## src/design/lpfd_ram.sv

```systemverilog
`timescale 1ns / 1ps
`default_nettype none
// ----------------------------------------------------------------------------
// Generic RAM
// One write port, one read port, read data registered.
// ----------------------------------------------------------------------------
module lpfd_ram #(
   parameter int WIDTH = 8,
   parameter int DEPTH = 16
) (
   input  wire logic                     clock,
   input  wire logic                     wr_en,
   input  wire logic [$clog2(DEPTH)-1:0] wr_addr,
   input  wire logic [WIDTH-1:0]         wr_data,
   input  wire logic [$clog2(DEPTH)-1:0] rd_addr,
   output logic [WIDTH-1:0]              rd_data
);

   logic [WIDTH-1:0] mem_ff [DEPTH];
   logic [WIDTH-1:0] rd_data_ff;

   always_ff @(posedge clock) begin
      if (wr_en) begin
         mem_ff[wr_addr] <= wr_data;
      end
      rd_data_ff <= mem_ff[rd_addr];
   end

   assign rd_data = rd_data_ff;

endmodule
`default_nettype wire

```

## config.mk

```make
export PLATFORM = sky130hd
export DESIGN_NAME = lpfd_ram
export DESIGN_NICKNAME = d
export VERILOG_FILES = /design/src/design/lpfd_ram.sv
export SDC_FILE = /design/constraint.sdc
export NUM_CORES = 1
export LEC_CHECK = 0
export BUFFER_PORTS_ARGS = -buffer_cell sky130_fd_sc_hd__buf_2
export CAP_MARGIN = 30
export CORE_ASPECT_RATIO = 1.5
export CORE_MARGIN = 3
export CORE_UTILIZATION = 45
export DETAILED_ROUTE_END_ITERATION = 16
export SYNTH_ARGS = -nofsm -noshare
export SYNTH_HDL_FRONTEND = slang
export SYNTH_SLANG_ARGS = --single-unit
```

## constraint.sdc

```tcl
create_clock -name clock -period 3 [get_ports clock]
set_clock_uncertainty 0.1 [all_clocks]
set_input_delay 0.6 -clock clock [delete_from_list [all_inputs] [get_ports clock]]
set_output_delay 0.6 -clock clock [all_outputs]
set_load 0.01 [all_outputs]
```

==> impl_results.md, run 1 <==
* Outcome: finished, final reports clean
* Vias at 2403
* Largest cells by area after synthesis: edfxtp_1, mux4_2, mux4_1
* Largest area contributor in the netlist: edfxtp_1
* Simple-Gate Fraction of Synth Area at 3.18%
* First-pass GRT wire length at 15600 microns
* Syn nets at 247
* Die Area at 0.0128 sq mm
* Post-synth top area share at 74.7%
* Final RePlAce weighted congestion at 0.707
* Largest family of logic cells by synthesized area: multiplexers
* Critical Path Start Type: input pin
* RSZ-0062 raised after global routing: no
* IO Count at 26
* Synth Flop Type: edfxtp_1
* CTS root buf: clkbuf_16
* Worst-Skew Late Latency at 0.41 ns
* Setup bufs post-CTS at 0
* R2r endpoint: rd_data[1]
* Synth Area in Compound Gates at 2.33%
* Async S/R FF share, synth at 0%
* HP Start: wr_data[6]
* Die span in y at 137 microns
* Syn Inst Count at 229
* WL final at 10200 microns
* Global route overflow at 0
* Pre-Repair DR Iteration Count at 4
* WP data required at 2.92 ns
* Fraction of layout cells with a size suffix above 1 at 31.1%
* Fin nets at 298
* Slew @ Worst Pin at 0.859 ns
* I/O Buffers at 25
* Inserted Diodes at 0
* Max Cap Viol at 0
* Headroom to the max-slew limit at 42.5%
* Core Area at 0.0111 sq mm
* # hold bufs at CTS at 0
* Row count at 47
* PD cells at 720 mW/mm^2
* Count leader, synth: edfxtp_1
* LEAKAGE at 2.07 nW
* Starting Density at 46.3%
* Period minus WS final at 1.98 ns
* VDD IR max at 0.000435 V
* Avg Inst Size Synth at 22.5 sq um
* Hold Path Sink: mem_ff[13][6]
* WL/cell at 23.1 microns
* Largest net degree at the start of global routing at 25
* Critical-path maximum fanout at 8
* Finished Layout Cells at 440
* Hold Path Class: input pin to flop
* XOR/XNOR Fraction of Synth Area at 0%
* Crit. End Element: flop
* Initial antenna violation count at 0
* Synth Cell Area at 0.00515 sq mm
* Mux contribution to synthesized area at 15.0%
* CTS sink count at 136
* Flop2flop setup slack at 1.50 ns
* Unique cell type count in the Yosys netlist at 19
* Clock-pin slew on the worst setup and hold paths at 0.06 ns
* Fin crit share at 65.9%
* H-tree depth at 4
* Die span in x at 93.3 microns
* CTS buffer count at 17
* Commonest cells in the netlist: edfxtp_1, mux4_2, a22oi_1
* Post-cts sizing count at 0
* R2R depth at 3
* Layout Utilization at 55.0%
* Design Power at 0.00440 W
* Final instance area at 0.00611 sq mm
* HPWL after DPL at 6540 microns
* FF-to-FF Start: mem_ff[1][1]
* Highest clock rate at 0.506 GHz
* Post-Synth Adder-Cell Area at 0%
* Post-DP Area at 0.00551 sq mm
* Gr usage total at 17.7%
* Worst hold stages at 1
* Seq/Total Area, Yosys at 77.8%
* Max Slew Vio Count at 0
* Drt first-iter violations at 263
* Vias in the first global route at 2462
* DP Cell Count at 408
* Via density at 5.46
* Endpoints failing hold at 0
* Setup TNS at 0 ns
* CP Class: input pin to flop
* Max clock buf depth at 2
* Data arrival, critical path at 1.90 ns
* Yosys warnings at 0
* Final setup vio count at 0
* # DRC at 0
* CTS tree: built
* Number of enable flip-flop cells after synthesis at 128
* Seq cells post-synth at 136
* Routed Antenna Nets at 0
* P&R area growth vs syn at 18.7%
power breakdown:
| part | switching, W | total (W) | internal [W] |
|---|---|---|---|
| combinational | 0.000115 | 0.000198 | 0.0000832 |
| clock | 0.000738 | 0.00206 | 0.00132 |
| sequential | 0.0000118 | 0.00214 | 0.00212 |
| total | 0.000865 | 0.00440 | 0.00353 |
final cells by class:
class / instances / area [sq um]
fill: 871 / 5010
sequential: 136 / 4000
multi-input combinational: 83 / 1060
clock buffer: 20 / 447
timing repair buffer: 42 / 265
tap: 147 / 184
clock inverter: 12 / 151
cells in the final DEF (no fill, tap or decap):
cell and instances:
buf_2 25, nor3_1 4, nand3b_1 2, and2b_1 1
buf_4 16, nand3_1 1, nor2_1 13, edfxtp_1 128
nand2_1 9, clkinv_2 3, clkinv_4 1, a22oi_1 16
clkbuf_1 2, and2_1 1, clkinvlp_4 5, clkbuf_8 1
mux4_1 14, clkbuf_16 17, mux4_2 18, bufinv_16 3
nor2b_1 1, or3b_2 1, nand2b_1 2, dfxtp_1 8
buf_12 1
worst max-delay path by stage:
stage                   end  slack (ns)       start  cells past startpoint
6_report       mem_ff[3][3]        1.02  wr_addr[2]                      3
5_1_grt        mem_ff[3][3]        0.96  wr_addr[2]                      3
4_1_cts        mem_ff[3][3]         1.0  wr_addr[2]                      3
3_5_place_dp   mem_ff[3][5]        0.57  wr_addr[2]                      3
3_3_place_gp   mem_ff[3][5]        0.58  wr_addr[2]                      3
2_1_floorplan  mem_ff[0][0]        0.81  wr_addr[2]                      2
worst max-delay path, stage by stage:
cell	delay, ns
buf_2	0.11
or3b_2	0.51
nor2_1	0.68
through the flow:
step                hold slack (ns)  worst slack, ns
floorplan                     0.529            0.807
global placement              0.547            0.579
detailed placement            0.558            0.567
CTS                           0.465            0.996
global route                  0.477            0.963
finish                        0.468             1.02
per-layer routing:
layer	part of all wire [%]	GRT usage, %	vias to the layer above
met4	1.0	5.87	0
li1	-	-	1076
met5	0	0	-
met3	4.7	5.28	5
met1	42	23.1	1248
met2	53	28.4	74
registers in the layout, indices dropped and copies added, names as in the netlist:
| signal | flops |
|---|---|
| rd_data | 8 |
| mem_ff | 128 |
cell families after synthesis:
kind of cell,count (synthesis)
mux,32
compound gates,16
simple gates,35
flops,136
buf+inv,10
(Power assumes the default switching activity.)
==> run 2, diff against run 1 <==
Clock period 3 ns to 1.7 ns, I/O delays scaled along.
==> run 2 against run 1 <==
Against the previous run: hold slack worse by 0.25 ns; non-clock buffer count up 14; final area up 2.7%; wire length down 5.4%; via count up 1.4%; utilization up 1.5 points; clock power up 81%; register-to-register slack worse by 1.3 ns; flip-flop and latch count unchanged; sequential share of layout area down 1.7 points; global-route usage down 1.1 points; largest power group unchanged.
==> impl_results.md, run 2 (synthesized netlist as in run 1, its figures left out) <==
* Max clock buf depth at 2 (unchanged)
* Vias in the first global route at 2543 (was 2462)
* Most flops, register: mem_ff (unchanged)
* CP Cell Sequence: mux4_1, a22oi_1, nand2_1 (was buf_2, or3b_2, nor2_1)
* Highest clock rate at 0.682 GHz
* VDD IR max at 0.000621 V (was 0.000435 V)
* RSZ-0062 raised after global routing: no (unchanged)
* # DRC at 0 (unchanged)
* Slowest-stage cell, CP: mux4_1 (was nor2_1)
* Critical-path maximum fanout at 1 (was 8)
* Outcome: finished, final reports clean (unchanged)
* Final instance area at 0.00627 sq mm (was 0.00611 sq mm)
* Layer with the highest usage: met2 (unchanged)
* Start point of the critical path: mem_ff[1][5] (was wr_addr[2])
* Largest net degree at the start of global routing at 22 (was 25)
* WP data required at 1.89 ns (was 2.92 ns)
* Worst-Skew Late Latency at 0.41 ns (about the same)
* Starting Density at 46.3% (unchanged)
* Global route overflow at 0 (unchanged)
* CP Class: flop to flop (was input pin to flop)
* CTS sink count at 136 (unchanged)
* CTS tree: built (unchanged)
* Final hold slack at 0.215 ns (was 0.468 ns)
* Inserted Diodes at 0 (unchanged)
* Clock-pin slew on the worst setup and hold paths at 0.05 ns (was 0.06 ns)
* LEAKAGE at 2.18 nW (was 2.07 nW)
* First-pass GRT wire length at 14700 microns (was 15600 microns)
* M3 GR Usage at 4.84% (was 5.28%)
* FF-to-FF Start: mem_ff[1][5] (was mem_ff[1][1])
* Core Area at 0.0111 sq mm (unchanged)
* Die span in x at 93.3 microns (unchanged)
* Critical Path Start Type: flop (was input pin)
* Routed Antenna Nets at 0 (unchanged)
* Met1 GRT Util at 19.2% (was 23.1%)
* PD cells at 1260 mW/mm^2 (was 720 mW/mm^2)
* Met2 GRT Util at 28.3% (was 28.4%)
* IO Count at 26 (unchanged)
* Setup TNS at 0 ns (unchanged)
* Fin crit share at 86.3%
* Drt first-iter violations at 102 (was 263)
* P&R area growth vs syn at 21.8% (was 18.7%)
* Post-cts sizing count at 0 (unchanged)
* Slew @ Worst Pin at 0.677 ns (was 0.859 ns)
* Fraction of layout cells with a size suffix above 1 at 33.9% (was 31.1%)
* Max Cap Viol at 0 (unchanged)
* Headroom to the max-slew limit at 54.8% (was 42.5%)
* I/O Buffers at 25 (unchanged)
* Data arrival, critical path at 1.66 ns (was 1.90 ns)
* CTS buffer count at 17 (unchanged)
* Hold Path Class: input pin to flop (unchanged)
* Vias at 2437 (was 2403)
* Pre-Repair DR Iteration Count at 4 (unchanged)
* Leading cell type in the layout, fill and taps excluded: edfxtp_1 (unchanged)
* CTS root buf: clkbuf_16 (unchanged)
* Period minus WS final at 1.47 ns
* WL final at 9620 microns (was 10200 microns)
* Final RePlAce weighted congestion at 0.812 (was 0.707)
* Design Power at 0.00788 W (was 0.00440 W)
* Max stage delay on crit path at 0.53 ns (was 0.68 ns)
* Via density at 5.37 (was 5.46)
* Fin nets at 312 (was 298)
* HPWL after DPL at 6740 microns (was 6540 microns)
* Die Area at 0.0128 sq mm (unchanged)
* Setup bufs post-CTS at 0 (unchanged)
* Endpoints failing hold at 0 (unchanged)
* Crit. End Element: flop (unchanged)
* Final setup vio count at 0 (unchanged)
* Most frequent cells in the layout: edfxtp_1, buf_4, buf_2 (was edfxtp_1, buf_2, mux4_2)
* H-tree depth at 4 (unchanged)
* Max Slew Vio Count at 0 (unchanged)
* WL/cell at 21.2 microns (was 23.1 microns)
* # hold bufs at CTS at 0 (unchanged)
* HP Start: wr_data[5] (was wr_data[6])
* Gr usage total at 16.6% (was 17.7%)
* Die span in y at 137 microns (unchanged)
* Post-DP Area at 0.00566 sq mm (was 0.00551 sq mm)
* Initial antenna violation count at 0 (unchanged)
* Max FFs per register at 128 (unchanged)
* Row count at 47 (unchanged)
## run 2: cell types whose count changed in the layout (fill, tap and decap cells not counted), sizes merged
cell	before	now
clkbuf	20	22
bufinv	3	4
clkinv	4	6
buf	42	56
clkinvlp	5	0
## run 2: final timing paths
check / to / slack, ns / cells past startpoint
setup / recovery: rd_data[5] / 0.23 / 3
hold reg to reg: rd_data[3] / 0.58 / 3
hold / removal: mem_ff[11][5] / 0.21 / 1
setup reg to reg: rd_data[5] / 0.23 / 3
## run 2: area by class of cell
class	instances	area (sq um)
flip-flops and latches	136	4000
repair buffers	56	408
clock buffers	22	464
fillers	837	4840
multi-input cells	83	1060
clock inverters	10	149
well taps	147	184
## run 2: through the flow
step	setup WS [ns]	utilization, %	std cells
finish	0.233	56.4	454
CTS	0.193	56.4	454
global placement	-0.157	50.9	422
detailed placement	-0.176	50.9	422
global route	0.158	56.4	454
floorplan	-0.00615	-	229
## run 2: routing by layer
| layer | routed length, microns | part of all wire [%] | up-vias |
|---|---|---|---|
| met5 | 0 | 0 | - |
| met2 | 5260 | 55 | 55 |
| met4 | 209 | 2.2 | 0 |
| met1 | 3760 | 39 | 1264 |
| li1 | - | - | 1103 |
| met3 | 386 | 4.0 | 15 |
## run 2: critical path, delay by kind of cell, from the launching register on
family             cells  cell delay, ns
and+or+nand+nor        1            0.09
AOI/OAI and AO/OA      1            0.27
muxes                  1            0.53
DFF                    1            0.36
## run 2: report_power, final
part / leakage [nW] / switching, W / internal, W
Clock: 0.305 / 0.00122 / 0.00251
Combinational: 0.653 / 0.000200 / 0.000167
Sequential: 1.22 / 0.0000218 / 0.00375
Total: 2.18 / 0.00145 / 0.00643
